**src/fcd_pkg.sv**
```systemverilog
// Shared types, constants and arithmetic helpers for the flanger / chorus delay block.
package fcd_pkg;

  // Widths of the audio samples, store words and configuration port.
  localparam int SAMPLE_W = 16;
  localparam int WORD_W   = 18;
  localparam int CFG_AW   = 3;
  localparam int CFG_DW   = 17;
  localparam int GAIN_W   = 16;
  localparam int RATE_W   = 17;
  localparam int DLY_W    = 12;
  localparam int POS_W    = 32;
  localparam int IPART_W  = 16;
  localparam int BND_W    = 17;

  // Shared multiplier operand and product widths.
  localparam int A_W = 36;
  localparam int B_W = 18;
  localparam int P_W = A_W + B_W;
  localparam int S_W = P_W;
  localparam int Q_W = S_W - 31;

  // Tap sum before reduction into the store range.
  localparam int SUM_W = IPART_W + 1;

  // Register indexes on the configuration port.
  localparam logic [CFG_AW-1:0] REG_DRY   = 3'd0;
  localparam logic [CFG_AW-1:0] REG_WET   = 3'd1;
  localparam logic [CFG_AW-1:0] REG_FB    = 3'd2;
  localparam logic [CFG_AW-1:0] REG_RATE  = 3'd3;
  localparam logic [CFG_AW-1:0] REG_DEPTH = 3'd4;
  localparam logic [CFG_AW-1:0] REG_BASE  = 3'd5;

  // Register reset values.
  localparam logic [GAIN_W-1:0] DRY_RST   = 16'd32735;
  localparam logic [GAIN_W-1:0] WET_RST   = 16'd32735;
  localparam logic [GAIN_W-1:0] FB_RST    = 16'd0;
  localparam logic [RATE_W-1:0] RATE_RST  = 17'd131;
  localparam logic [DLY_W-1:0]  DEPTH_RST = 12'd96;
  localparam logic [DLY_W-1:0]  BASE_RST  = 12'd0;

  // Step value whose negation does not fit; it turns into the largest positive step.
  localparam logic [RATE_W-1:0] STEP_MOST_NEG = 17'h10000;
  localparam logic [RATE_W-1:0] STEP_MOST_POS = 17'h0FFFF;

  // Sequencer states.
  typedef enum logic [3:0] {
    ST_IDLE,
    ST_NEAR,
    ST_FAR,
    ST_DSUM,
    ST_FB,
    ST_WET,
    ST_DRY,
    ST_SUMY,
    ST_OUT,
    ST_TAP
  } fcd_state_t;

  // Operand selection for the shared multiplier.
  typedef enum logic [2:0] {
    MUL_NONE,
    MUL_NEAR,
    MUL_FAR,
    MUL_FB,
    MUL_WET,
    MUL_DRY
  } fcd_mul_sel_t;

  // Divide by 2^31, truncating toward zero.
  function automatic logic signed [Q_W-1:0] div31(input logic signed [S_W-1:0] s);
    logic signed [Q_W-1:0] q;
    q = Q_W'(s >>> 31);
    if (s[S_W-1] && (s[30:0] != '0)) begin
      q = q + Q_W'(1);
    end
    return q;
  endfunction

  // Saturate a quotient to the 18-bit store word.
  function automatic logic signed [WORD_W-1:0] sat18(input logic signed [Q_W-1:0] q);
    logic signed [WORD_W-1:0] r;
    if (q > $signed(Q_W'(131071))) begin
      r = 18'sh1FFFF;
    end else if (q < -$signed(Q_W'(131072))) begin
      r = -18'sh20000;
    end else begin
      r = WORD_W'(q);
    end
    return r;
  endfunction

  // Saturate a quotient to a 16-bit audio sample.
  function automatic logic signed [SAMPLE_W-1:0] sat16(input logic signed [Q_W-1:0] q);
    logic signed [SAMPLE_W-1:0] r;
    if (q > $signed(Q_W'(32767))) begin
      r = 16'sh7FFF;
    end else if (q < -$signed(Q_W'(32768))) begin
      r = -16'sh8000;
    end else begin
      r = SAMPLE_W'(q);
    end
    return r;
  endfunction

endpackage

```
**src/fcd_mul.sv**
```systemverilog
// Shared signed multiplier with a registered product.
module fcd_mul import fcd_pkg::*; (
  input  logic                  clk,
  input  logic signed [A_W-1:0] a,
  input  logic signed [B_W-1:0] b,
  output logic signed [P_W-1:0] p_r
);

  // One product per cycle, registered before any further use.
  always_ff @(posedge clk) begin
    p_r <= P_W'(a) * P_W'(b);
  end

endmodule

```
**config.mk**
```make
export PLATFORM = sky130hd
export DESIGN_NAME = fcd_mul
export DESIGN_NICKNAME = d
export VERILOG_FILES = /design/src/fcd_pkg.sv /design/src/fcd_mul.sv
export SDC_FILE = /design/constraint.sdc
export NUM_CORES = 2
export LEC_CHECK = 0
export CORE_MARGIN = 2
export CORE_UTILIZATION = 45
export CTS_BUF_LIST = sky130_fd_sc_hd__clkbuf_4 sky130_fd_sc_hd__clkbuf_8
export DETAILED_ROUTE_END_ITERATION = 12
export DONT_BUFFER_PORTS = 1
export MAX_ROUTING_LAYER = met4
export SLEW_MARGIN = 20
export SYNTH_ARGS = -nofsm -noshare
export SYNTH_HDL_FRONTEND = slang
export SYNTH_SLANG_ARGS = --single-unit
```
**constraint.sdc**
```tcl
create_clock -name clk -period 9.9 [get_ports clk]
set_input_delay 1.485 -clock clk [delete_from_list [all_inputs] [get_ports clk]]
set_output_delay 1.485 -clock clk [all_outputs]
set_load 0.01 [all_outputs]
```
==> out/results.ini <==
[status]
status = complete, no violations

[layout]
fillers = 5004
drive_gt1_frac = 0.009274
layout.nets = 3281
area_delta_synth_final_pct = 1.943
diodes = 0
largest_reg_flops = 54
largest-register = p_r
reg.largest.list = p_r: 54 flops

[sta]
fmax_mhz = 132.1
relSlewSlack = 0.2613
finalHoldViolations = 0
final_max_slew_viol_count = 0
fin_ws_ns = 2.330
worst_slew_pin_slew_ns = 1.105
rsz0062_at_grt = no
layout_min_cycle_time_ns = 7.570
whs_ns = 1.229
fin_setup_tns_ns = 0
finalSetupViolations = 0
period_share = 0.7647

[synthesis]
synth_seq_cells = 54
syn_inst = 2601
async_flop_share = 0
yosysMostFrequentCell = inv_1
ys_seq_area_frac = 0.04625
yosysTopAreaCellShare = 0.5285
yosysUniqueCellTypes = 57
synth_top_cell_by_area = fa_1
netlist_top_cells_count = 693 x inv_1, 617 x fa_1, 386 x nand2_1
synth_area_um2 = 23370
synth_edf_count = 0
postSynth.topFlopCell = dfxtp_1
synth_area_per_cell_um2 = 8.986
syn-num-nets = 3402
yosys_warnings = 0
synthTopCellsByArea = fa_1 53%, inv_1 11%, and2_1 6.9%

[worst_setup_path]
cp_max_fo = 20
slowest_delay_ns = 0.60
critical_path_required_ns = 10.19
cp_slowest_cell = a2111oi_2
cpMostUsedCell = fa_1
crit_type = in2reg
critical_path.cell_chain = inv_1, nor2_1, fa_1, fa_1, fa_1, fa_1, fa_1, inv_1, fa_1, inv_1, ha_1, and3_1, and4_1, nand3_1, a211o_1, a2111oi_2, or3b_4, a41oi_1, xnor2_1
crit_buf_inv = 3
start_kind = primary input
arrival_ns = 7.86
end_kind = flop
critPathTopFamily = adder cells

[hold_path]
hold_path_class = in2reg

[drt]
drtAntennaViolNets = 0
drt_wl_total_um = 58880
drc_errors = 0
firstDrtPassIters = 5
drtIter0Drc = 790
via_count = 16156
avgViaCountPerCell = 5.113
wire_per_inst_um = 18.63

[floorplanning]
io_pins = 109
start_util = 0.4556
rows = 83
fp.dieW_um = 231.9
fp.coreArea_um2 = 51300
die_h_um = 231.9
dieArea_um2 = 53780

[global_route]
antenna_found_initial = 0
first_global_vias = 18586
grt_usage = 0.2452
grt_overflow_total = 0
grt_pass1_wl_um = 99520
grt_max_degree = 37

[cts]
cts_tree = yes
cts.repair.resized = 0
ctsHoldBuffers = 0
clock_sinks = 54
clkSlewWorstSetupHoldPaths_ns = 0.10
root_buffer = clkbuf_8
postCtsSetupBuffers = 0
h-tree-depth = 2
clockBufferDepth = 2
numCtsBuffers = 5

[placement]
place_ws_ns = 1.974
io_buffer_count = 0
place.gp.congestion = 0.8844
place_hpwl_um = 47230

[job]
cap_violations = 0

[layer usage]
layer,up-vias,GRT usage,part of all wire
met2,377,0.4128,0.50
met1,8513,0.3118,0.43
met5,-,-,0
met3,96,0.03843,0.052
met4,0,0.05749,0.023
li1,7170,-,-
[area by class of cell]
type                    instances  area, um2  share of cell area
inverters                     693       2601              0.1092
flip-flops and latches         54       1081             0.04537
repair buffers                  1      7.507           0.0003151
multi-input cells            1725      19200              0.8059
clock buffers                   7      83.83            0.003518
well taps                     680      850.8             0.03571
[placed cells by master (no fill, tap or decap), types with 22 or more instances in the layout]
| cell | netlist | layout |
|---|---|---|
| a21o_1 | 26 | 26 |
| a21oi_1 | 43 | 43 |
| and2_1 | 258 | 258 |
| dfxtp_1 | 54 | 54 |
| fa_1 | 617 | 617 |
| ha_1 | 129 | 129 |
| inv_1 | 693 | 693 |
| nand2_1 | 386 | 386 |
| nor2_1 | 61 | 61 |
| o21ai_0 | 22 | 22 |
| xnor2_1 | 40 | 40 |
[cell families after synthesis]
| logic type | share of synthesized area |
|---|---|
| AO/OA/AOI/OAI | 0.04438 |
| XOR/XNOR | 0.01911 |
| adder cells (fa/ha/maj) | 0.5975 |
| buffers and inverters | 0.1322 |
| flip-flops | 0.04625 |
| multiplexers | 0.0004817 |
| AND/OR/NAND/NOR | 0.1601 |
[final timing paths]
check | cells after the start | endpoint | startpoint
worst max-delay path | 19 | p_r[46] | b[17]
worst min-delay path | 1 | p_r[0] | b[0]
[metrics by stage]
stage | std cells | instance area, um2 | util
after floorplan | 2601 | 23370 | -
after global placement | 3153 | 23740 | 0.4628
after detailed placement | 3153 | 23740 | 0.4628
after CTS | 3160 | 23830 | 0.4645
after global routing | 3160 | 23830 | 0.4645
final | 3160 | 23830 | 0.4645
Power is not shown: default switching activity piles up to over one toggle a cycle in this logic, so the estimate is an artifact.
