==> config.mk <==
export PLATFORM = sky130hd
export DESIGN_NAME = fcd_tap_mod
export DESIGN_NICKNAME = d
export VERILOG_FILES = /design/src/fcd_pkg.sv /design/src/fcd_tap_mod.sv
export SDC_FILE = /design/constraint.sdc
export NUM_CORES = 1
export LEC_CHECK = 0
export BUFFER_PORTS_ARGS = -buffer_cell sky130_fd_sc_hd__buf_4
export CORE_ASPECT_RATIO = 1.25
export CORE_UTILIZATION = 43
export CTS_CLUSTER_DIAMETER = 80
export DETAILED_ROUTE_END_ITERATION = 7
export PLACE_DENSITY = 0.8
export SLEW_MARGIN = 20
export SYNTH_ARGS = -nofsm -noshare
export SYNTH_HDL_FRONTEND = slang
export SYNTH_SLANG_ARGS = --single-unit
==> constraint.sdc <==
create_clock -name clk -period 0.95 [get_ports clk]
set_input_delay 0.1425 -clock clk [delete_from_list [all_inputs] [get_ports clk]]
set_output_delay 0.1425 -clock clk [all_outputs]
set_load 0.01 [all_outputs]
==> src/fcd_pkg.sv <==
// Shared types, constants and arithmetic helpers for the flanger / chorus delay block.
package fcd_pkg;

  // Widths of the audio samples, store words and configuration port.
  localparam int SAMPLE_W = 16;
  localparam int WORD_W   = 18;
  localparam int CFG_AW   = 3;
  localparam int CFG_DW   = 17;
  localparam int GAIN_W   = 16;
  localparam int RATE_W   = 17;
  localparam int DLY_W    = 12;
  localparam int POS_W    = 32;
  localparam int IPART_W  = 16;
  localparam int BND_W    = 17;

  // Shared multiplier operand and product widths.
  localparam int A_W = 36;
  localparam int B_W = 18;
  localparam int P_W = A_W + B_W;
  localparam int S_W = P_W;
  localparam int Q_W = S_W - 31;

  // Tap sum before reduction into the store range.
  localparam int SUM_W = IPART_W + 1;

  // Register indexes on the configuration port.
  localparam logic [CFG_AW-1:0] REG_DRY   = 3'd0;
  localparam logic [CFG_AW-1:0] REG_WET   = 3'd1;
  localparam logic [CFG_AW-1:0] REG_FB    = 3'd2;
  localparam logic [CFG_AW-1:0] REG_RATE  = 3'd3;
  localparam logic [CFG_AW-1:0] REG_DEPTH = 3'd4;
  localparam logic [CFG_AW-1:0] REG_BASE  = 3'd5;

  // Register reset values.
  localparam logic [GAIN_W-1:0] DRY_RST   = 16'd32735;
  localparam logic [GAIN_W-1:0] WET_RST   = 16'd32735;
  localparam logic [GAIN_W-1:0] FB_RST    = 16'd0;
  localparam logic [RATE_W-1:0] RATE_RST  = 17'd131;
  localparam logic [DLY_W-1:0]  DEPTH_RST = 12'd96;
  localparam logic [DLY_W-1:0]  BASE_RST  = 12'd0;

  // Step value whose negation does not fit; it turns into the largest positive step.
  localparam logic [RATE_W-1:0] STEP_MOST_NEG = 17'h10000;
  localparam logic [RATE_W-1:0] STEP_MOST_POS = 17'h0FFFF;

  // Sequencer states.
  typedef enum logic [3:0] {
    ST_IDLE,
    ST_NEAR,
    ST_FAR,
    ST_DSUM,
    ST_FB,
    ST_WET,
    ST_DRY,
    ST_SUMY,
    ST_OUT,
    ST_TAP
  } fcd_state_t;

  // Operand selection for the shared multiplier.
  typedef enum logic [2:0] {
    MUL_NONE,
    MUL_NEAR,
    MUL_FAR,
    MUL_FB,
    MUL_WET,
    MUL_DRY
  } fcd_mul_sel_t;

  // Divide by 2^31, truncating toward zero.
  function automatic logic signed [Q_W-1:0] div31(input logic signed [S_W-1:0] s);
    logic signed [Q_W-1:0] q;
    q = Q_W'(s >>> 31);
    if (s[S_W-1] && (s[30:0] != '0)) begin
      q = q + Q_W'(1);
    end
    return q;
  endfunction

  // Saturate a quotient to the 18-bit store word.
  function automatic logic signed [WORD_W-1:0] sat18(input logic signed [Q_W-1:0] q);
    logic signed [WORD_W-1:0] r;
    if (q > $signed(Q_W'(131071))) begin
      r = 18'sh1FFFF;
    end else if (q < -$signed(Q_W'(131072))) begin
      r = -18'sh20000;
    end else begin
      r = WORD_W'(q);
    end
    return r;
  endfunction

  // Saturate a quotient to a 16-bit audio sample.
  function automatic logic signed [SAMPLE_W-1:0] sat16(input logic signed [Q_W-1:0] q);
    logic signed [SAMPLE_W-1:0] r;
    if (q > $signed(Q_W'(32767))) begin
      r = 16'sh7FFF;
    end else if (q < -$signed(Q_W'(32768))) begin
      r = -16'sh8000;
    end else begin
      r = SAMPLE_W'(q);
    end
    return r;
  endfunction

endpackage

==> src/fcd_tap_mod.sv <==
// Reduction of the tap sum modulo the store depth by reciprocal multiplication.
module fcd_tap_mod import fcd_pkg::*; #(
  parameter int DEPTH = 4096,
  parameter int AW    = 12
) (
  input  logic             clk,
  input  logic             rst_n,
  input  logic             start,
  input  logic [SUM_W-1:0] sum,
  output logic             done,
  output logic [AW-1:0]    rem
);

  // Scaled reciprocal of the depth. The quotient it gives is exact or one short,
  // because the sum stays far below 2^RCP_SH.
  localparam int RCP_SH = SUM_W + 17;
  localparam int RCP_W  = 31;
  localparam int PRD_W  = SUM_W + RCP_W;
  localparam logic [RCP_W-1:0] RCP     = RCP_W'((64'd1 << RCP_SH) / DEPTH);
  localparam logic [SUM_W-1:0] DEPTH_V = SUM_W'(DEPTH);

  logic [PRD_W-1:0] prod_r;
  logic [SUM_W-1:0] sum_r;
  logic [SUM_W-1:0] part_r;
  logic             prod_vld_r;
  logic             part_vld_r;
  logic [SUM_W-1:0] quo;
  logic [SUM_W-1:0] quo_x_depth;

  // Estimated quotient and its multiple of the depth.
  always_comb begin
    quo         = SUM_W'(prod_r[PRD_W-1:RCP_SH]);
    quo_x_depth = SUM_W'(quo * DEPTH_V);
  end

  // One compare and subtract finishes the remainder.
  assign rem  = AW'((part_r >= DEPTH_V) ? part_r - DEPTH_V : part_r);
  assign done = part_vld_r;

  // Control: the start pulse passes through prod_vld_r and then part_vld_r, which gives done.
  always_ff @(posedge clk) begin
    if (!rst_n) begin
      prod_vld_r <= 1'b0;
      part_vld_r <= 1'b0;
    end else begin
      prod_vld_r <= start;
      part_vld_r <= prod_vld_r;
    end
  end

  // Data: reciprocal product, then the partial remainder.
  always_ff @(posedge clk) begin
    if (start) begin
      sum_r  <= sum;
      prod_r <= PRD_W'(sum) * PRD_W'(RCP);
    end
    if (prod_vld_r) begin
      part_r <= sum_r - quo_x_depth;
    end
  end

endmodule

==> summary.md <==
| Metric | Value |
|---|---|
| Status | complete, but fails checks |
| Failing checks | setup timing |
| Multi-input gate area | 12.5 um2 |
| CP peak stage delay | 400 ps |
| # diodes | 0 |
| Seq. cell area | 761 um2 |
| GRT met3 Usage | 2.74% |
| Core area | 0.00162 mm2 |
| Synthesized area per cell | 27.6 um2 |
| Routability cong. | 0.631 |
| CTS tree | done |
| DRT iter0 DRCs | 1 |
| CP Cell Sequence | buf_6 |
| Critical Path End Type | output pin |
| Die area | 0.00197 mm2 |
| Relative slew slack | 85.6% |
| Reg clk slew, reported paths | 130 ps |
| TritonRoute pass-1 iters | 4 |
| CTS buffer count | 3 |
| Io pins | 33 |
| CTS H-tree depth | 1 |
| P_leak | 0.476 nW |
| FILL cells | 88 |
| Clock Skew | 5.61 ps |
| Slew of the pin with the lowest slew margin | 215 ps |
| Largest net degree at the start of global routing | 15 |
| Synth Net Count | 48 |
| Die Ht | 49.4 um |
| Synth Register Bits | 26 |
| Total number of vias | 409 |
| Final Cycle Share | 103% |
| Maxcap violations | 0 |
| Register area share after synthesis | 98.4% |
| Total Routing Usage GR | 13.2% |
| Hold WS | 53.8 ps |
| Crit path buffers/inverters | 1 |
| Vias in the first global route | 415 |
| Final non-filler cell total | 90 |
| Crit-path max FO | 1 |
| Placed Area | 0.00102 mm2 |
| Final Max Tran Viols | 0 |
| Post-route DRC violation count | 0 |
| Met1 Use GR | 11.8% |
| Proportion of layout cells with a drive suffix above 1 | 44.4% |
| Global routing usage on met2 | 22.8% |
| FMAX | 1020 MHz |
| Synth Instances | 28 |
| Placed Cells | 74 |
| Final Critical Period | 981 ps |
| DIE WIDTH | 39.9 um |
| Initial antenna violation count | 0 |
| Antenna-violating nets left | 0 |
| Drt total wl | 1150 um |
| Clock tree sinks | 26 |
| Largest delay share family, worst path | flip-flops |
| CP Class | register to output pin |
| Pwr/cell area | 1730 mW/mm2 |
| First-pass GRT wire length | 1610 um |
| RSZ-0062 raised after global routing | true |
| FF-to-FF setup slack | 60 ps |
| Vias/cell | 4.54 |
| Startpoint class of the critical path | register |
| PortBufs | 27 |
| Peak VDD IR | 1240 uV |
| Hold Vio Cnt, Final | 0 |
| Hold Path Class | primary input to register |
| Critical Path RT | 810 ps |
| Initial core utilization | 47.7% |
| Most used routing layer | met2 |
| Setup WS post-layout | -31.4 ps |
| Std cell rows | 16 |
| Wire length per cell | 12.7 um |
| CTS Buffer Depth | 2 |
| Unique masters post-synth | 3 |
| Setup violators final | 12 |
| Netlist Area Pre-Place | 773 um2 |
| Root Buffer | clkbuf_4 |
| CP Data Arrival Time | 840 ps |
| Global route total overflow | 0 |
| NumNets Final | 93 |
| Design area | 0.00122 mm2 |
| Area grow syn2layout | 57.3% |
| Yosys warns | 0 |
| CP max-delay cell | edfxtp_1 |
| Clk_lat worst skew | 300 ps |
| Post-CTS setup repair buffer count | 0 |
## kinds of logic after synthesis
group            share of synthesized area (%)
flip-flops                                98.4
AND/OR/NAND/NOR                           1.62
## final timing paths
kind / end / startpoint / cells past startpoint
setup / recovery: rem[0] / part_r[0] / 1
hold / removal: prod_vld_r / rst_n / 2
hold reg to reg: part_r[4] / sum_r[4] / 0
setup reg to reg: part_r[10] / prod_vld_r / 1
## synthesized netlist by cell type
cell	instances	area [um2]
edfxtp_1	24	721
and2_1	2	12.5
dfxtp_1	2	40.0
## placed cells by master (no fill, tap or decap)
cell type,n
dfxtp_1,2
and2_1,2
buf_4,16
buf_6,11
buf_12,1
clkbuf_4,3
dlygate4sd3_1,12
edfxtp_1,24
clkbuf_8,1
## through the flow
step	power [mW]	utilization (%)	TNS (ps)	worst slack (ps)
detailed placement	1.54	62.8	0	99.4
global placement	1.54	62.8	0	112
finish	2.10	75.0	-285	-31.4
global route	2.18	75.0	-801	-74.9
floorplan	1.42	-	0	56.4
CTS	2.08	71.7	-459	-53.1
## power by group
part | switching (mW) | internal [mW] | total [mW]
logic | 0.0667 | 0.142 | 0.209
clock network | 0.281 | 0.234 | 0.515
registers | 0.0307 | 1.35 | 1.38
total | 0.379 | 1.72 | 2.10
## timing repair
action | CTS | global route
setup endpoints to repair | 12 | 12
hold buffers | 10 | 2
hold endpoints to repair | 10 | 2
pin swaps | 0 | 0
gates resized for setup | 2 | 9
## metal layers
metal	share of wire (%)	up-vias
met5	0	-
met4	0.96	0
met3	7.8	2
met2	59	24
met1	32	187
li1	-	196
## cell type report
class	count	share of cell area, %
Clock buffer	4	2.98
Multi-Input combinational cell	2	1.03
Sequential cell	26	62.6
Tap cell	18	1.85
Timing Repair Buffer	40	31.6
## state kept, by name, summed over array words and instances (netlist names)
signal,flops
part_r,12
done,1
sum_r,12
prod_vld_r,1
Note: power is estimated with default switching activity, not from simulation.
